[src/hdl/clp_pkg.sv]
// ----------------------------------------------------------------------------
// clp_pkg
// Shared types and constants of the chunk-size line parser: byte codes,
// the classified word passed from front to back and the result word.
// ----------------------------------------------------------------------------
package clp_pkg;

  localparam int SIZE_BITS_DEF   = 31;
  localparam int QUEUE_DEPTH_DEF = 4;
  localparam int OUT_SIZE_W      = 31;

  localparam logic [7:0] CH_TAB    = 8'h09;
  localparam logic [7:0] CH_SPACE  = 8'h20;
  localparam logic [7:0] CH_SEMI   = 8'h3B;
  localparam logic [7:0] CH_EQ     = 8'h3D;
  localparam logic [7:0] CH_QUOTE  = 8'h22;
  localparam logic [7:0] CH_BSLASH = 8'h5C;
  localparam logic [7:0] CH_DEL    = 8'h7F;

  // classified input word
  typedef struct packed {
    logic       is_end;
    logic       is_hex;
    logic [3:0] hex_val;
    logic       is_ws;
    logic       is_semi;
    logic       is_eq;
    logic       is_quote;
    logic       is_bslash;
    logic       is_tchar;
    logic       is_ctl;
  } cls_t;

  typedef struct packed {
    logic [OUT_SIZE_W-1:0] chunk_size;
    logic                  malformed;
  } res_t;

endpackage

[src/hdl/clp_front.sv]
// ----------------------------------------------------------------------------
// clp_front
// Front end: classifies each incoming word into the byte classes that the
// line grammar needs, so the back end only sees flags and a hex digit.
// ----------------------------------------------------------------------------
module clp_front (
  input  logic          [7:0] in_line_byte,
  input  logic                in_line_end,
  output clp_pkg::cls_t       cls
);
  import clp_pkg::*;

  logic [7:0] b;
  logic       hex_dec;
  logic       hex_lo;
  logic       hex_up;
  logic       delim;

  assign b = in_line_byte;

  assign hex_dec = (b >= 8'h30) && (b <= 8'h39);
  assign hex_lo  = (b >= 8'h61) && (b <= 8'h66);
  assign hex_up  = (b >= 8'h41) && (b <= 8'h46);

  always_comb begin
    case (b) inside
      8'h22, 8'h28, 8'h29, 8'h2C, 8'h2F, 8'h3A, 8'h3B, 8'h3C, 8'h3D, 8'h3E,
      8'h3F, 8'h40, 8'h5B, 8'h5C, 8'h5D, 8'h7B, 8'h7D: delim = 1'b1;
      default: delim = 1'b0;
    endcase
  end

  always_comb begin
    cls.is_end    = in_line_end;
    cls.is_hex    = hex_dec || hex_lo || hex_up;
    if (hex_dec) begin
      cls.hex_val = b[3:0];
    end else begin
      // 'a'..'f' and 'A'..'F' share the low nibble 1..6
      cls.hex_val = b[3:0] + 4'd9;
    end
    cls.is_ws     = (b == CH_TAB) || (b == CH_SPACE);
    cls.is_semi   = (b == CH_SEMI);
    cls.is_eq     = (b == CH_EQ);
    cls.is_quote  = (b == CH_QUOTE);
    cls.is_bslash = (b == CH_BSLASH);
    cls.is_tchar  = (b >= 8'h21) && (b <= 8'h7E) && !delim;
    cls.is_ctl    = ((b < 8'h20) && (b != CH_TAB)) || (b == CH_DEL);
  end

endmodule

[src/hdl/clp_fifo.sv]
// ----------------------------------------------------------------------------
// clp_fifo
// Small register queue used between front and back and on the result side.
// ----------------------------------------------------------------------------
module clp_fifo #(
  parameter int DEPTH = clp_pkg::QUEUE_DEPTH_DEF,
  parameter int WIDTH = 8
) (
  input  logic             clk,
  input  logic             rst_n,
  input  logic             push,
  input  logic [WIDTH-1:0] din,
  output logic             full,
  input  logic             pop,
  output logic [WIDTH-1:0] dout,
  output logic             empty
);
  import clp_pkg::*;

  localparam int AW = (DEPTH > 1) ? $clog2(DEPTH) : 1;
  localparam int CW = $clog2(DEPTH + 1);
  localparam logic [AW-1:0] LAST_PTR = AW'(DEPTH - 1);
  localparam logic [CW-1:0] DEPTH_C  = CW'(DEPTH);

  logic [WIDTH-1:0] mem_r [DEPTH];
  logic [AW-1:0]    wr_ptr_r, wr_ptr_nxt;
  logic [AW-1:0]    rd_ptr_r, rd_ptr_nxt;
  logic [CW-1:0]    cnt_r, cnt_nxt;
  logic             do_push;
  logic             do_pop;

  assign full    = (cnt_r == DEPTH_C);
  assign empty   = (cnt_r == '0);
  assign do_push = push && !full;
  assign do_pop  = pop && !empty;
  assign dout    = mem_r[rd_ptr_r];

  always_comb begin
    wr_ptr_nxt = wr_ptr_r;
    rd_ptr_nxt = rd_ptr_r;
    cnt_nxt    = cnt_r;
    if (do_push) begin
      wr_ptr_nxt = (wr_ptr_r == LAST_PTR) ? '0 : wr_ptr_r + AW'(1);
    end
    if (do_pop) begin
      rd_ptr_nxt = (rd_ptr_r == LAST_PTR) ? '0 : rd_ptr_r + AW'(1);
    end
    if (do_push && !do_pop) begin
      cnt_nxt = cnt_r + CW'(1);
    end else if (do_pop && !do_push) begin
      cnt_nxt = cnt_r - CW'(1);
    end
  end

  always_ff @(posedge clk) begin
    if (!rst_n) begin
      wr_ptr_r <= '0;
      rd_ptr_r <= '0;
      cnt_r    <= '0;
    end else begin
      wr_ptr_r <= wr_ptr_nxt;
      rd_ptr_r <= rd_ptr_nxt;
      cnt_r    <= cnt_nxt;
    end
  end

  always_ff @(posedge clk) begin
    if (do_push) begin
      mem_r[wr_ptr_r] <= din;
    end
  end

endmodule

[src/hdl/clp_back.sv]
// ----------------------------------------------------------------------------
// clp_back
// Back end: walks the chunk-size line grammar one queued word per cycle (an end word
// waits while the result queue is full), accumulates the hex size, emits a result per end word.
// ----------------------------------------------------------------------------
module clp_back #(
  parameter int SIZE_BITS = clp_pkg::SIZE_BITS_DEF
) (
  input  logic          clk,
  input  logic          rst_n,
  input  clp_pkg::cls_t item,
  input  logic          item_empty,
  output logic          item_pop,
  input  logic          res_full,
  output logic          res_push,
  output clp_pkg::res_t res
);
  import clp_pkg::*;

  localparam int WIDE_W = (SIZE_BITS > OUT_SIZE_W) ? SIZE_BITS : OUT_SIZE_W;

  typedef enum logic [12:0] {
    PH_FIRST   = 13'b0000000000001,
    PH_SIZE    = 13'b0000000000010,
    PH_SIZE_WS = 13'b0000000000100,
    PH_SEMI_WS = 13'b0000000001000,
    PH_NAME    = 13'b0000000010000,
    PH_NAME_WS = 13'b0000000100000,
    PH_EQ_WS   = 13'b0000001000000,
    PH_TOKVAL  = 13'b0000010000000,
    PH_QSTR    = 13'b0000100000000,
    PH_QESC    = 13'b0001000000000,
    PH_AFTERQ  = 13'b0010000000000,
    PH_VAL_WS  = 13'b0100000000000,
    PH_ERR     = 13'b1000000000000
  } phase_t;

  phase_t               phase_r, phase_nxt;
  logic [SIZE_BITS-1:0] size_acc_r, size_acc_nxt;
  logic                 qempty_r, qempty_nxt;
  logic                 take;
  logic                 ok;
  logic                 ovf;
  logic [WIDE_W-1:0]    acc_wide;

  assign take     = !item_empty && (!item.is_end || !res_full);
  assign item_pop = take;
  assign res_push = take && item.is_end;

  // the top nibble must be clear before another digit fits
  assign ovf      = (size_acc_r[SIZE_BITS-1 -: 4] != 4'd0);
  assign acc_wide = WIDE_W'(size_acc_r);

  assign ok = (phase_r == PH_SIZE) || (phase_r == PH_NAME) || (phase_r == PH_TOKVAL) ||
              ((phase_r == PH_AFTERQ) && !qempty_r);

  assign res.chunk_size = ok ? acc_wide[OUT_SIZE_W-1:0] : '0;
  assign res.malformed  = !ok;

  always_comb begin
    phase_nxt    = phase_r;
    size_acc_nxt = size_acc_r;
    qempty_nxt   = qempty_r;
    if (take && item.is_end) begin
      phase_nxt    = PH_FIRST;
      size_acc_nxt = '0;
      qempty_nxt   = 1'b0;
    end else if (take) begin
      unique case (phase_r)
        PH_FIRST, PH_SIZE: begin
          if (item.is_hex) begin
            if (ovf) begin
              phase_nxt = PH_ERR;
            end else begin
              size_acc_nxt = {size_acc_r[SIZE_BITS-5:0], item.hex_val};
              phase_nxt    = PH_SIZE;
            end
          end else if (phase_r == PH_FIRST) begin
            phase_nxt = PH_ERR;
          end else if (item.is_ws) begin
            phase_nxt = PH_SIZE_WS;
          end else if (item.is_semi) begin
            phase_nxt = PH_SEMI_WS;
          end else begin
            phase_nxt = PH_ERR;
          end
        end
        PH_SIZE_WS, PH_VAL_WS: begin
          if (!item.is_ws) begin
            phase_nxt = item.is_semi ? PH_SEMI_WS : PH_ERR;
          end
        end
        PH_SEMI_WS: begin
          if (!item.is_ws) begin
            phase_nxt = item.is_tchar ? PH_NAME : PH_ERR;
          end
        end
        PH_NAME, PH_NAME_WS: begin
          if ((phase_r == PH_NAME) && item.is_tchar) begin
            phase_nxt = PH_NAME;
          end else if (item.is_eq) begin
            phase_nxt = PH_EQ_WS;
          end else if (item.is_ws) begin
            phase_nxt = PH_NAME_WS;
          end else if (item.is_semi) begin
            phase_nxt = PH_SEMI_WS;
          end else begin
            phase_nxt = PH_ERR;
          end
        end
        PH_EQ_WS: begin
          if (item.is_ws) begin
            phase_nxt = PH_EQ_WS;
          end else if (item.is_quote) begin
            phase_nxt  = PH_QSTR;
            qempty_nxt = 1'b1;
          end else begin
            phase_nxt = item.is_tchar ? PH_TOKVAL : PH_ERR;
          end
        end
        PH_TOKVAL: begin
          if (item.is_tchar) begin
            phase_nxt = PH_TOKVAL;
          end else if (item.is_ws) begin
            phase_nxt = PH_VAL_WS;
          end else if (item.is_semi) begin
            phase_nxt = PH_SEMI_WS;
          end else begin
            phase_nxt = PH_ERR;
          end
        end
        PH_QSTR: begin
          if (item.is_quote) begin
            phase_nxt = PH_AFTERQ;
          end else begin
            qempty_nxt = 1'b0;
            if (item.is_bslash) begin
              phase_nxt = PH_QESC;
            end else if (item.is_ctl) begin
              phase_nxt = PH_ERR;
            end
          end
        end
        PH_QESC: begin
          phase_nxt = item.is_ctl ? PH_ERR : PH_QSTR;
        end
        PH_AFTERQ: begin
          qempty_nxt = 1'b0;
          if (item.is_ws) begin
            phase_nxt = PH_VAL_WS;
          end else if (item.is_semi) begin
            phase_nxt = PH_SEMI_WS;
          end else begin
            phase_nxt = PH_ERR;
          end
        end
        default: begin
          phase_nxt = PH_ERR;
        end
      endcase
    end
  end

  always_ff @(posedge clk) begin
    if (!rst_n) begin
      phase_r    <= PH_FIRST;
      size_acc_r <= '0;
      qempty_r   <= 1'b0;
    end else begin
      phase_r    <= phase_nxt;
      size_acc_r <= size_acc_nxt;
      qempty_r   <= qempty_nxt;
    end
  end

endmodule

[src/hdl/chunk_size_line_parser_unit.sv]
// ----------------------------------------------------------------------------
// chunk_size_line_parser_unit
// Parses one chunk-size line (hex size plus optional extensions) per end word.
// ----------------------------------------------------------------------------
// Feed the bytes of a chunk-size line, CRLF removed, one word per push, then
// one word with in_line_end set. The unit takes one word every clock as long
// as its input queue (QUEUE_DEPTH words) has room; the grammar walker in the
// back end retires one word per cycle while one is queued and only holds an
// end word while the result queue is full. The end word of a line passes
// the input queue and its result (size and malformed flag) the result queue
// before reaching the out_ ports, where it stays until popped. SIZE_BITS sets
// the width of the size accumulator; sizes above 2^SIZE_BITS-1 are reported
// as malformed, and out_chunk_size holds the low 31 bits of the size.
module chunk_size_line_parser_unit #(
  parameter int SIZE_BITS   = clp_pkg::SIZE_BITS_DEF,
  parameter int QUEUE_DEPTH = clp_pkg::QUEUE_DEPTH_DEF
) (
  input  logic                              clk,
  input  logic                              rst_n,
  input  logic                              in_push,
  output logic                              in_full,
  input  logic                        [7:0] in_line_byte,
  input  logic                              in_line_end,
  output logic                              out_empty,
  input  logic                              out_pop,
  output logic [clp_pkg::OUT_SIZE_W-1:0]    out_chunk_size,
  output logic                              out_malformed
);
  import clp_pkg::*;

  localparam int CLS_W = $bits(cls_t);
  localparam int RES_W = $bits(res_t);

  cls_t             cls_in;
  logic [CLS_W-1:0] cls_q;
  cls_t             item;
  logic             item_empty;
  logic             item_pop;
  res_t             res_in;
  logic             res_push;
  logic             res_full;
  logic [RES_W-1:0] res_q;
  res_t             res_out;

  clp_front u_front (
    .in_line_byte (in_line_byte),
    .in_line_end  (in_line_end),
    .cls          (cls_in)
  );

  clp_fifo #(
    .DEPTH (QUEUE_DEPTH),
    .WIDTH (CLS_W)
  ) u_item_q (
    .clk   (clk),
    .rst_n (rst_n),
    .push  (in_push),
    .din   (cls_in),
    .full  (in_full),
    .pop   (item_pop),
    .dout  (cls_q),
    .empty (item_empty)
  );

  assign item = cls_t'(cls_q);

  clp_back #(
    .SIZE_BITS (SIZE_BITS)
  ) u_back (
    .clk        (clk),
    .rst_n      (rst_n),
    .item       (item),
    .item_empty (item_empty),
    .item_pop   (item_pop),
    .res_full   (res_full),
    .res_push   (res_push),
    .res        (res_in)
  );

  clp_fifo #(
    .DEPTH (QUEUE_DEPTH),
    .WIDTH (RES_W)
  ) u_res_q (
    .clk   (clk),
    .rst_n (rst_n),
    .push  (res_push),
    .din   (res_in),
    .full  (res_full),
    .pop   (out_pop),
    .dout  (res_q),
    .empty (out_empty)
  );

  assign res_out        = res_t'(res_q);
  assign out_chunk_size = res_out.chunk_size;
  assign out_malformed  = res_out.malformed;

`ifndef SYNTH
  // a rejected line never reports a size
  a_malformed_zero: assert property (@(posedge clk) disable iff (!rst_n)
    (!out_empty && out_malformed) |-> (out_chunk_size == '0))
    else $error("malformed result carries a nonzero size");

  // every end word retired by the back end yields exactly one result
  a_end_gives_result: assert property (@(posedge clk) disable iff (!rst_n)
    (item_pop && item.is_end) |-> res_push)
    else $error("end word retired without a result");

  // the back end never writes into a full result queue
  a_no_res_overrun: assert property (@(posedge clk) disable iff (!rst_n)
    res_push |-> !res_full)
    else $error("result pushed into full queue");

  // a word is only retired when one is waiting
  a_pop_has_item: assert property (@(posedge clk) disable iff (!rst_n)
    item_pop |-> !item_empty)
    else $error("back end retired a word from an empty queue");
`endif

endmodule
[config.mk]
export PLATFORM = sky130hd
export DESIGN_NAME = chunk_size_line_parser_unit
export DESIGN_NICKNAME = d
export VERILOG_FILES = /design/src/hdl/clp_pkg.sv /design/src/hdl/clp_front.sv /design/src/hdl/clp_fifo.sv /design/src/hdl/clp_back.sv /design/src/hdl/chunk_size_line_parser_unit.sv
export SDC_FILE = /design/constraint.sdc
export NUM_CORES = 1
export LEC_CHECK = 0
export ABC_CLOCK_PERIOD_IN_PS = 2600
export BUFFER_PORTS_ARGS = -buffer_cell sky130_fd_sc_hd__clkbuf_2
export CORE_MARGIN = 2
export CORE_UTILIZATION = 60
export DETAILED_ROUTE_END_ITERATION = 8
export PLACE_DENSITY_LB_ADDON = 0.05
export REMOVE_ABC_BUFFERS = 1
export SETUP_SLACK_MARGIN = 0.2
export SYNTH_ARGS = -nofsm -noshare
export SYNTH_HDL_FRONTEND = slang
export SYNTH_SLANG_ARGS = --single-unit
[constraint.sdc]
create_clock -name clk -period 2.6 [get_ports clk]
set_clock_uncertainty 0.05 [all_clocks]
set_input_delay 0.26 -clock clk [delete_from_list [all_inputs] [get_ports clk]]
set_output_delay 0.26 -clock clk [all_outputs]
set_load 0.01 [all_outputs]
# ---- Word-level counts from Yosys, hierarchy flattened
# Memory sizes are Yosys's and may differ from the RTL's. A register that Yosys moved wholly into a read port is not among the register bits.
# Cells that the tools add are included.
dict set report word_totals {
  register_bits 59
  latch_bits 0
  ramBits 180
  rom_bits 0
  input_bits 13
  output_inout_bits 34
  memories 2
}
dict set report op_classes {
  addsub 9
  n_mul 0
  n_div 0
  magnitude_cmp 9
  eq_ne 45
  shifts 0
  n_mux 44
  n_bitwise 2
  n_reduce_logical 52
}
# name words width rd rd_ports_with_merged_regs write_ports line_no
set memory_table {}
lappend memory_table {u_res_q.mem_r 4 32 1 1 1 clp_fifo.sv:25} ;# logic [WIDTH-1:0] mem_r [DEPTH];
lappend memory_table {u_item_q.mem_r 4 13 1 1 1 clp_fifo.sv:25}
# cell n
set ops {}
lappend ops {{two-way mux 13 bit} 20}
lappend ops {{case mux 13 bit (9 select lines)} 1}
lappend ops {{equality test 8 x 6 -> 1 bit (second input constant)} 12}
lappend ops {{equality test 8 x 7 -> 1 bit (second input constant)} 7}
lappend ops {{two-way mux 31 bit} 1}
lappend ops {{less-or-equal comparator 8 x 7 -> 1 bit (second input constant)} 3}
lappend ops {{logical AND 1 bit} 18}
lappend ops {{OR reduction 17 bit} 1}
lappend ops {{greater-or-equal comparator 8 x 6 -> 1 bit (second input constant)} 2}
lappend ops {{greater-or-equal comparator 8 x 7 -> 1 bit (second input constant)} 2}
lappend ops {{two-way mux 2 bit} 8}
lappend ops {{equality test 13 x 1 -> 1 bit (second input constant)} 1}
lappend ops {{equality test 13 x 10 -> 1 bit (second input constant)} 1}
lappend ops {{equality test 13 x 11 -> 1 bit (second input constant)} 1}
lappend ops {{equality test 13 x 12 -> 1 bit (second input constant)} 1}
lappend ops {{equality test 13 x 2 -> 1 bit (second input constant)} 1}
lappend ops {{equality test 13 x 3 -> 1 bit (second input constant)} 1}
lappend ops {{equality test 13 x 4 -> 1 bit (second input constant)} 1}
lappend ops {{equality test 13 x 5 -> 1 bit (second input constant)} 1}
lappend ops {{equality test 13 x 6 -> 1 bit (second input constant)} 1}
lappend ops {{equality test 13 x 7 -> 1 bit (second input constant)} 1}
lappend ops {{equality test 13 x 8 -> 1 bit (second input constant)} 1}
lappend ops {{equality test 13 x 9 -> 1 bit (second input constant)} 1}
lappend ops {{zero test 1 bit} 12}
lappend ops {{25 further kinds} 62}

# ---- Longest topological paths before layout
# Gate-level depths: netlist of the first run.
dict set report depth {
  word_depth 10
  ltp_mapped 10
}

# ---- Cells and area by module
# From an unflattened synthesis of the first run, not the netlist that was laid out.
dict set report hier_totals {
  hier_cells 692
  area_unflattened_um2 10495.1
}
# mod instances cells_each area_each_um2
set by_module_without_submodules {}
lappend by_module_without_submodules {{clp_fifo (u_res_q)} 1 218 5138.7}
lappend by_module_without_submodules {clp_back 1 292 2484.9}
lappend by_module_without_submodules {{clp_fifo (u_item_q)} 1 118 2398.6}
lappend by_module_without_submodules {clp_front 1 64 473.0}

# ---- Least setup slack after synthesis of the first run
# No wires, ideal clock.
dict set report synth_path {
  path_kind {reg-to-reg}
  start {register (tool-made name)}
  end {register u_item_q.cnt_r[2]}
  arrival_time_ps 2287
  t_required_ps 2474
  slack_ps 188
  path_stages_with_launch 11
  path_cell_list {dfxtp_1 -> buf_6 -> mux4_2 -> a31o_1 -> buf_2 -> ha_1 -> inv_1 -> fa_1 -> xor2_1 -> or3_1 -> a21boi_0}
}
# item line_no
set synth_rtl {}
lappend synth_rtl {{end signal: assignment} clp_fifo.sv:63} ;# cnt_r <= cnt_nxt;
lappend synth_rtl {{end: declaration} clp_fifo.sv:28} ;# logic [CW-1:0] cnt_r, cnt_nxt;

==> metrics.md, run 1 <==
| Metric | Value |
|---|---|
| Syn Inst Count | `between 600 and 700` |
| Reg2Reg Depth | `8` |
| Iter 0 DRT Violations | `between 300 and 400` |
| Hold depth | `2` |
| Grt ovf | `0` |
| Max-Slew Margin vs Limit | `0.560` |
| First-pass GRT wire length | `around 32000 um` |
| Cell-internal power | `roughly 9.0 mW` |
| Final Cycle Share | `0.902` |
| Max-cap violation count | `0` |
| Die Area | `between 15000 and 20000 um^2` |
| Hold Path End | `u_item_q.wr_ptr_r[0]` |
| Largest net degree at the start of global routing | `36` |
| Drt wl/cell | `19.9 um` |
| Most common cell after layout, fill and taps aside | `edfxtp_1` |
| Number of synthesized flops with an enable pin | `180` |
| Number of antenna violations at the first check in global routing | `0` |
| Main flop type after synthesis | `edfxtp_1` |
| Leading cell types in the layout, fill and taps excluded | `edfxtp_1 (180), dfxtp_1 (54), nor2b_1 (46), clkbuf_2 (46), mux4_2 (45)` |
| Pwr dens | `approximately 1000 nW/um^2` |
| Seq cells post-synth | `between 200 and 250` |
| Worst flop-to-flop path endpoint | `u_back.acc_wide[5]` |
| Fin util | `0.710` |
| Layout area overhead | `16.9%` |
| Post-route minimum period | `between 2 and 2.5 ns` |
| Vias/cell | `5.97` |
| Drt first pass iters | `5` |
| Worst-Margin Slew | `approximately 0.66 ns` |
| Sequential area share after synthesis | `0.639` |
| Sw frac | `0.297` |
| Initial Util | `0.608` |
| Share of the synthesized area in the top cell type | `0.518` |
| Placed Cells | `roughly 950` |
| Vias in the first global route | `around 6000` |
| Syn. warnings | `0` |
| Worst setup EP type | `register` |
| Die Ht | `136 um` |
| Post-synthesis average cell area | `around 15 um^2` |
| Netlist cell types | `66` |
| Clock transition at path regs | `approximately 0.06 ns` |
| Num CTS Buffers | `24` |
| Sw Pwr | `about 3.8 mW` |
| Worst R2R Setup Slack | `0.25 ns` |
| Share of cells above drive strength 1 | `0.307` |
| Kind of start point of the critical path | `register` |
| Crit path max fanout | `8` |
| PortBufs | `46` |
| Die width | `approximately 140 um` |
| Final net count | `around 800` |
| Remaining design rule violation count | `0` |
| HP Start | `rst_n` |
| Comb pwr share | `0.319` |
| VDD IR max | `around 0.66 mV` |
| Clock buffer depth | `3` |
| Final setup viols | `0` |
| Total chip power | `about 13 mW` |
| GRT Total Usage | `0.222` |
| Async S/R FF share, synth | `0` |
| # diodes | `0` |
| Final ANT Viol Nets | `0` |
| Vias post-DR | `~6100` |
| Root Driver | `clkbuf_16` |
| Detailed Place HPWL | `~12000 um` |
| Clock Latency Late Sink | `~0.5 ns` |
| Setup CP Type | `register to register` |
| Pleak | `4.12 nW` |
| Clock Power Share | `0.292` |
| Top cell type by total area after synthesis | `edfxtp_1` |
| Fin. Hold Viols | `0` |
| IO Pins | `47` |
| Seq pwr share | `0.389` |
| Dominant cells by area after synthesis | `edfxtp_1 (52%), dfxtp_1 (12%), mux4_2 (9.7%)` |
| Post-DP Area | `roughly 11000 um^2` |
| Highest clock rate | `426 MHz` |
| Non-filler instance count after layout | `1014` |
| WL final | `approximately 20000 um` |
| Row cnt | `48` |
| HP Class | `input port to register` |
| Cell area after synthesis | `roughly 10000 um^2` |
| RSZ-0062 raised after global routing | `true` |
| CTS tree | `yes` |
| Max-slew violation count | `0` |
| Critical Path RT | `~2.9 ns` |
| H-tree level count | `1` |
| Post-route cell area | `12200 um^2` |
| Core area | `around 17000 um^2` |
| Gp weighted congestion | `roughly 0.91` |
| Status | `complete, no violations` |
| Clock sinks | `around 240` |
| Worst path arrival time | `between 2 and 3 ns` |
[worst max-delay path, stage by stage (launching register included)]
cell	delay, ns
dfxtp_4	0.37
mux4_2	0.54
a31o_4	0.32
buf_6	0.13
nor3_4	0.20
buf_12	0.16
clkbuf_16	0.18
mux2i_2	0.24
nor2_2	0.05
[routing by layer]
layer | routed length, um | vias to the layer above | global-route usage | share of wire
met2 | 10300 | 173 | 0.394 | 0.51
li1 | - | 2793 | - | -
met3 | 945 | 36 | 0.0287 | 0.047
met5 | 0 | - | 0 | 0
met1 | 8470 | 3049 | 0.288 | 0.42
met4 | 495 | 0 | 0.0677 | 0.024
[cells in the mapped netlist, types with 11 or more instances]
cell type and instances:
edfxtp_1 180, dfxtp_1 63, nor2b_1 47, mux4_2 45, mux2i_1 35, nor2_1 32, a21oi_1 25, nor2_2 25
nand2_1 22, clkbuf_1 18, ha_1 17, nand3_1 16, inv_1 11, nor3_1 11, o21ai_0 11
[worst max-delay path by stage]
stage | startpoint | to | slack (ns) | cells after the start
after CTS | register | u_item_q.cnt_r[2] | 0.17 | 8
after floorplan | register | u_back.acc_wide[0] | -0.81 | 5
after global routing | u_back.phase_r[8] | u_back.acc_wide[5] | 0.14 | 8
final | register | u_back.acc_wide[5] | 0.25 | 8
after detailed placement | register | u_item_q.cnt_r[2] | -0.1 | 8
after global placement | in_line_byte[1] | u_item_q.mem_r[0][1] | 0.02 | 10
[stage by stage]
stage	setup TNS, ns	hold WS [ns]	worst slack, ns
3_5_place_dp	-0.326	0.430	-0.0982
3_3_place_gp	0	0.426	0.0205
4_1_cts	0	0.117	0.167
2_1_floorplan	-31.64	0.309	-0.813
6_report	0	0.120	0.255
5_1_grt	0	0.148	0.141
[cell type report]
type,instances,area (um^2)
clock buffer,32,692
clock inverter,12,184
tap,225,282
multi-input combinational,399,3650
timing repair buffer,92,671
inverter,11,41.3
sequential,243,6680
fill,1176,4980
[power by group through the flow]
| stage | registers, mW | clock network (mW) | logic, mW |
|---|---|---|---|
| final | 4.97 | 3.73 | 4.07 |
| after CTS | 4.96 | 3.79 | 3.60 |
| after detailed placement | 5.03 | 0 | 3.47 |
| after floorplan | 5.12 | 0 | 2.21 |
| after global routing | 5.02 | 3.92 | 4.39 |
| after global placement | 4.99 | 0 | 3.42 |
[kinds of logic after synthesis]
| family | Yosys count | share of synthesized area |
|---|---|---|
| mux | 82 | 0.133 |
| fa+ha+maj | 19 | 0.0242 |
| buf+inv | 51 | 0.0251 |
| simple gates | 215 | 0.124 |
| flops | 243 | 0.639 |
| compound gates | 71 | 0.0451 |
| xor+xnor | 12 | 0.0101 |
[timing repair]
| item | in CTS | in global routing |
|---|---|---|
| buffers inserted | 2 | 12 |
| hold buffers | 1 | 0 |
| endpoints found under the hold margin | 4 | 0 |
| cloned | 0 | 3 |
| gates resized for setup | 11 | 34 |
| setup endpoints to repair | 31 | 130 |
| pin swaps | 2 | 4 |
[registers in the layout (all words and copies together), names as in the netlist, named ones only]
name and count:
u_back.acc_wide 31, u_back.phase_r 13, u_back.qempty_r 1, u_item_q.cnt_r 3, u_item_q.mem_r 52, u_item_q.rd_ptr_r 2
u_item_q.wr_ptr_r 2, u_res_q.cnt_r 3, u_res_q.mem_r 128, u_res_q.rd_ptr_r 2, u_res_q.wr_ptr_r 2
Note: power is estimated with default switching activity, not from simulation.
==> run 2, diff against run 1 <==
--- a/config.mk
+++ b/config.mk
@@ -10,7 +10,7 @@
 export CORE_MARGIN = 2
 export CORE_UTILIZATION = 60
 export DETAILED_ROUTE_END_ITERATION = 8
-export PLACE_DENSITY_LB_ADDON = 0.05
+export PLACE_DENSITY = 0.78
 export REMOVE_ABC_BUFFERS = 1
 export SETUP_SLACK_MARGIN = 0.2
 export SYNTH_ARGS = -nofsm -noshare
==> run 2 against run 1 <==
  * Combinational power fell by 6.1%
  * Sequential share of layout area rose by 1.3 points
  * Register-to-register slack barely moved
  * First-iteration DRC count rose by 18%
  * Maximum frequency fell by 0.55%
  * Global-route usage fell by 0.38 points
  * Non-clock buffer count fell by 12
  * Utilization fell by 1.7 points
  * Worst setup slack got worse by 0.013 ns
  * Hold slack improved by 0.013 ns
  * Largest power group unchanged
==> metrics.md, run 2 (same netlist as run 1, synthesis figures left out) <==
| Metric | Value |
|---|---|
| Status | `complete, no violations` |
| Max-cap violation count | `0 (unchanged)` |
| Total chip power | `12.0 mW (-6.2%)` |
| Die Area | `18500 um^2 (unchanged)` |
| Sw Pwr | `3.67 mW (-3.1%)` |
| Setup CP Type | `register to register` |
| First-pass GRT wire length | `31600 um (-0.48%)` |
| Post-DP Area | `10900 um^2 (-0.21%)` |
| Hold slack | `0.133 ns (+0.0130 ns)` |
| Highest clock rate | `424 MHz (-0.55%)` |
| Final net count | `791 (-1.5%)` |
| Max-slew violation count | `0 (unchanged)` |
| Worst setup EP type | `register` |
| Most common cell after layout, fill and taps aside | `edfxtp_1` |
| Kind of start point of the critical path | `register` |
| Die width | `136 um (unchanged)` |
| Initial Util | `0.608 (unchanged)` |
| Share of cells above drive strength 1 | `0.286 (-0.0210)` |
| Clock sinks | `243 (unchanged)` |
| Clock Power Share | `0.267 (-0.025)` |
| H-tree level count | `1 (unchanged)` |
| Vias in the first global route | `6102 (+0.91%)` |
| Num CTS Buffers | `24 (unchanged)` |
| Number of antenna violations at the first check in global routing | `0 (unchanged)` |
| Critical Path Max Stage Delay | `0.54 ns (about the same)` |
| Fin. Hold Viols | `0 (unchanged)` |
| Iter 0 DRT Violations | `421 (+18%)` |
| Crit path max-delay cell type | `mux4_2` |
| Post-route cell area | `11900 um^2 (-2.4%)` |
| Seq pwr share | `0.415 (+0.026)` |
| Biggest register | `u_res_q.mem_r` |
| Final setup viols | `0 (unchanged)` |
| Clock transition at path regs | `0.06 ns (about the same)` |
| Root Driver | `clkbuf_16` |
| RSZ-0062 raised after global routing | `true` |
| Cell-internal power | `8.30 mW (-7.5%)` |
| Comb pwr share | `0.319 (about the same)` |
| Max-Slew Margin vs Limit | `0.488 (-0.0716)` |
| Sequential cell area | `6680 um^2 (about the same)` |
| GRT Total Usage | `0.218 (-0.00383)` |
| Final ANT Viol Nets | `0 (unchanged)` |
| VDD IR max | `0.541 mV (-18%)` |
| Core area | `17200 um^2 (unchanged)` |
| Gp weighted congestion | `0.937 (+3.1%)` |
| Final Cycle Share | `0.907 (+0.00500)` |
| Pwr dens | `1010 nW/um^2 (-3.9%)` |
| PortBufs | `46 (unchanged)` |
| Max reg flops | `128 (unchanged)` |
| Setup TNS | `0 ns (unchanged)` |
| HP Class | `input port to register` |
| Remaining design rule violation count | `0 (unchanged)` |
| Row cnt | `48 (unchanged)` |
| Clock buffer depth | `3 (unchanged)` |
| Number of fill cells | `1144 (-2.7%)` |
| Crit path max fanout | `12 (+4)` |
| Detailed Place HPWL | `12400 um (+2.0%)` |
| Clock Latency Late Sink | `0.51 ns (about the same)` |
| Drt wl/cell | `19.7 um (-1.1%)` |
| Leading cell types in the layout, fill and taps excluded | `edfxtp_1 (180), dfxtp_1 (54), clkbuf_2 (46)` |
| Non-filler instance count after layout | `1002 (-1.2%)` |
| Critical Path RT | `2.94 ns (about the same)` |
| Layout area overhead | `14.1%` |
| Worst-Margin Slew | `0.768 ns (+0.107 ns)` |
| CP cell instances | `mux4_2 -> a31o_4 -> buf_12 -> a41oi_2 -> o31a_4 -> nor2_1 -> a311oi_1` |
| Sw frac | `0.307 (+0.00996)` |
| Multi-input gate area | `3600 um^2 (-1.4%)` |
| Largest net degree at the start of global routing | `36 (unchanged)` |
| WL final | `19800 um (-2.2%)` |
| Vias/cell | `5.99 (+0.33%)` |
| Pleak | `3.98 nW (-3.5%)` |
| Post-route minimum period | `2.36 ns (+0.0130 ns)` |
| Drt first pass iters | `5 (unchanged)` |
| Grt ovf | `0 (unchanged)` |
| # diodes | `0 (unchanged)` |
| Die Ht | `136 um (unchanged)` |
| CTS tree | `yes` |
| Worst path arrival time | `2.70 ns (about the same)` |
| Placed Cells | `949 (-0.32%)` |
| Vias post-DR | `5999 (-0.86%)` |
| IO Pins | `47 (unchanged)` |
-- run 2: worst paths after layout --
| path | from | to | slack [ns] | depth (start not counted) |
|---|---|---|---|---|
| worst max register to register | register | u_back.phase_r[8] | 0.24 | 7 |
| worst min register to register | u_back.acc_wide[28] | u_back.acc_wide[28] | 0.44 | 2 |
| worst min-delay path | rst_n | u_res_q.cnt_r[2] | 0.13 | 2 |
| worst max-delay path | register | u_back.phase_r[8] | 0.24 | 7 |
-- run 2: area by class of cell --
type | instances | area share
multi-input combinational | 399 | 0.302
tap | 225 | 0.0236
inverter | 11 | 0.00347
clock inverter | 13 | 0.00851
clock buffer | 31 | 0.0535
timing repair buffer | 80 | 0.0482
sequential | 243 | 0.561
-- run 2: layer usage --
layer	up-vias	part of all wire	GRT usage
li1	2766	-	-
met1	3021	0.41	0.278
met2	181	0.53	0.399
met3	31	0.046	0.0283
met4	0	0.017	0.0538
met5	-	0	0
-- run 2: power by group through the flow --
stage / Combinational (mW) / Sequential [mW] / Clock (mW)
final: 3.82 / 4.97 / 3.20
after global routing: 4.14 / 5.01 / 3.40
after CTS: 3.71 / 4.96 / 3.26
after detailed placement: 3.49 / 5.03 / 0
after global placement: 3.39 / 4.97 / 0
after floorplan: 2.21 / 5.12 / 0
-- run 2: per-stage QoR --
step	utilization	worst slack [ns]
after CTS	0.687	0.127
after detailed placement	0.637	-0.0527
after global placement	0.637	0.0501
final	0.693	0.242
after global routing	0.693	0.154
after floorplan	-	-0.813
-- run 2: worst max-delay path, delay by kind of cell, from the launching register on --
kind | cells | cell delay, ns
AO/OA/AOI/OAI | 4 | 1.07
multiplexers | 1 | 0.54
flip-flops | 1 | 0.37
buffers and inverters | 1 | 0.14
AND/OR/NAND/NOR | 1 | 0.06
-- run 2: timing repair --
item,in CTS,in global routing
cloned,1,0
resized for setup,15,17
endpoints found under the hold margin,4,0
setup endpoints to repair,144,143
buffers inserted,3,4
pin swaps,4,5
hold buffers,1,0
==> run 3, diff against run 2 <==
--- a/config.mk
+++ b/config.mk
@@ -5,14 +5,17 @@
 export SDC_FILE = /design/constraint.sdc
 export NUM_CORES = 1
 export LEC_CHECK = 0
-export ABC_CLOCK_PERIOD_IN_PS = 2600
+export ABC_CLOCK_PERIOD_IN_PS = 2400
 export BUFFER_PORTS_ARGS = -buffer_cell sky130_fd_sc_hd__clkbuf_2
+export CELL_PAD_IN_SITES_DETAIL_PLACEMENT = 0
+export CELL_PAD_IN_SITES_GLOBAL_PLACEMENT = 1
 export CORE_MARGIN = 2
-export CORE_UTILIZATION = 60
+export CORE_UTILIZATION = 52
 export DETAILED_ROUTE_END_ITERATION = 8
-export PLACE_DENSITY = 0.78
+export PLACE_DENSITY_LB_ADDON = 0.1
 export REMOVE_ABC_BUFFERS = 1
 export SETUP_SLACK_MARGIN = 0.2
+export SLEW_MARGIN = 30
 export SYNTH_ARGS = -nofsm -noshare
 export SYNTH_HDL_FRONTEND = slang
 export SYNTH_SLANG_ARGS = --single-unit
==> constraint.sdc (replaced) <==
create_clock -name clk -period 2.4 [get_ports clk]
set_clock_uncertainty 0.05 [all_clocks]
set_input_delay 0.24 -clock clk [delete_from_list [all_inputs] [get_ports clk]]
set_output_delay 0.24 -clock clk [all_outputs]
set_load 0.01 [all_outputs]
==> run 3 against run 2 <==
  * Global-route usage down 2.3 points
  * Largest power group unchanged
  * Worst setup slack worse by 0.12 ns
  * Hold slack worse by 0.039 ns
==> metrics.md, run 3 (same netlist as run 1, synthesis figures left out) <==
| Metric | Value |
|---|---|
| Max-Slew Margin vs Limit | `0.610 (+0.122)` |
| Worst path arrival time | `2.66 ns (-0.04 ns)` |
| Share of cells above drive strength 1 | `0.372 (+0.0867)` |
| Layout area overhead | `20.6%` |
| Row cnt | `51 (+6.3%)` |
| Number of antenna violations at the first check in global routing | `0 (unchanged)` |
| Kind of start point of the critical path | `register` |
| Crit path max fanout | `8 (-4)` |
| Largest net degree at the start of global routing | `36 (unchanged)` |
| Clock transition at path regs | `0.06 ns (about the same)` |
| Status | `complete, no violations` |
| Cell-internal power | `9.74 mW (+17%)` |
| Iter 0 DRT Violations | `351 (-17%)` |
| Fin util | `0.643 (-0.0506)` |
| Sw Pwr | `4.25 mW (+16%)` |
| Critical Path RT | `2.78 ns (-0.16 ns)` |
| Vias post-DR | `6088 (+1.5%)` |
| Most common cell after layout, fill and taps aside | `edfxtp_1` |
| Biggest register | `u_res_q.mem_r` |
| Remaining design rule violation count | `0 (unchanged)` |
| Worst setup EP type | `register` |
| Gp weighted congestion | `0.887 (-5.4%)` |
| Clock Power Share | `0.280 (+0.013)` |
| PortBufs | `46 (unchanged)` |
| Highest clock rate | `438 MHz (+3.3%)` |
| Seq pwr share | `0.385 (-0.030)` |
| Final net count | `824 (+4.2%)` |
| Post-route cell area | `12600 um^2 (+5.7%)` |
| Pleak | `4.22 nW (+6.1%)` |
| Total chip power | `14.0 mW (+17%)` |
| GRT Total Usage | `0.196 (-0.0229)` |
| Num CTS Buffers | `25 (+4.2%)` |
| H-tree level count | `1 (unchanged)` |
| IO Pins | `47 (unchanged)` |
| Max Used Layer | `met4` |
| # diodes | `0 (unchanged)` |
| Max-cap violation count | `0 (unchanged)` |
| Leading cell types in the layout, fill and taps excluded | `edfxtp_1 (180), dfxtp_1 (54), buf_4 (49)` |
| Sw frac | `0.304 (-0.00292)` |
| Max-slew violation count | `0 (unchanged)` |
| Core area | `19600 um^2 (+14%)` |
| VDD IR max | `0.772 mV (+43%)` |
| Root Driver | `clkbuf_16` |
| Drt wl/cell | `19.2 um (-2.5%)` |
| Clock Latency Late Sink | `0.53 ns (+0.02 ns)` |
| Pwr dens | `1110 nW/um^2 (+10%)` |
| Met2 wire len | `10500 um (+0.89%)` |
| Worst-Margin Slew | `0.584 ns (-0.184 ns)` |
| HP Class | `input port to register` |
| Final Cycle Share | `0.951 (+0.0440)` |
| DR WL met3 | `868 um (-4.4%)` |
| Drt first pass iters | `4 (-1)` |
| Worst R2R Setup Slack | `0.12 ns (-0.12 ns)` |
| Post-route minimum period | `2.28 ns (-0.0759 ns)` |
| Final setup viols | `0 (unchanged)` |
| Fin. Hold Viols | `0 (unchanged)` |
| Die Area | `21200 um^2 (+15%)` |
| Die width | `146 um (+7.2%)` |
| First-pass GRT wire length | `33200 um (+5.3%)` |
| WL final | `20700 um (+4.7%)` |
| Clock sinks | `243 (unchanged)` |
| RSZ-0062 raised after global routing | `true` |
| Post-DP Area | `11200 um^2 (+2.4%)` |
| Max reg flops | `128 (unchanged)` |
| CTS tree | `yes` |
| Initial Util | `0.533 (-0.0749)` |
| Comb pwr share | `0.335 (+0.016)` |
| Die Ht | `146 um (+7.2%)` |
| Setup CP Type | `register to register` |
| Grt ovf | `0 (unchanged)` |
| Vias in the first global route | `6263 (+2.6%)` |
| Clock buffer depth | `3 (unchanged)` |
| Detailed Place HPWL | `12400 um (+0.39%)` |
| M1 WL | `8860 um (+9.2%)` |
| Vias/cell | `5.66 (-5.5%)` |
| Final ANT Viol Nets | `0 (unchanged)` |
[run 3: area by class of cell]
| cell class | count | area [um^2] |
|---|---|---|
| tap | 265 | 332 |
| sequential | 243 | 6680 |
| clock buffer | 34 | 691 |
| clock inverter | 12 | 155 |
| inverter | 11 | 41.3 |
| multi-input combinational | 400 | 3810 |
| timing repair buffer | 111 | 883 |
| fill | 1469 | 7000 |
[run 3: final timing paths]
| path | end | startpoint | cells after the start |
|---|---|---|---|
| min | u_item_q.cnt_r[1] | rst_n | 2 |
| min reg2reg | u_back.phase_r[7] | u_back.phase_r[7] | 2 |
| max | u_back.acc_wide[10] | register | 8 |
| max reg2reg | u_back.acc_wide[10] | register | 8 |
[run 3: stage by stage]
stage               std cells  hold WS, ns  setup TNS (ns)  worst slack [ns]
global placement         1012        0.421               0            0.0353
global route             1076        0.126               0          0.000617
CTS                      1073       0.0872               0             0.108
floorplan                 653        0.289          -51.06             -1.01
finish                   1076       0.0940               0             0.118
detailed placement       1012        0.433               0            0.0733
[run 3: power groups by stage]
stage,sequential [mW],clock (mW),combinational [mW]
after detailed placement,5.44,0,3.99
final,5.38,3.92,4.69
after floorplan,5.54,0,2.39
after global placement,5.40,0,3.94
after global routing,5.43,4.17,5.05
after CTS,5.37,4.00,4.46
[run 3: worst max-delay path: stages (launching register included)]
cell and delay [ns]:
dfxtp_2 0.35, mux4_2 0.54, a31o_4 0.26, buf_12 0.14, nor3_4 0.22, buf_6 0.16, buf_12 0.16, mux2i_4 0.24
nor2_2 0.05
[run 3: routing by layer]
metal  vias to the layer above  GRT usage
met2                       142      0.335
met3                        33     0.0307
li1                       2852          -
met4                         0     0.0525
met5                         -          0
met1                      3061      0.262
[run 3: what timing repair did]
item / 4_1_cts / 5_1_grt
hold endpoints to repair: 4 / 0
setup buffers: 10 / 2
resized for setup: 23 / 67
pin swaps: 3 / 20
gates cloned: 4 / 1
endpoints found under the setup margin: 61 / 184
hold buffers: 1 / 0
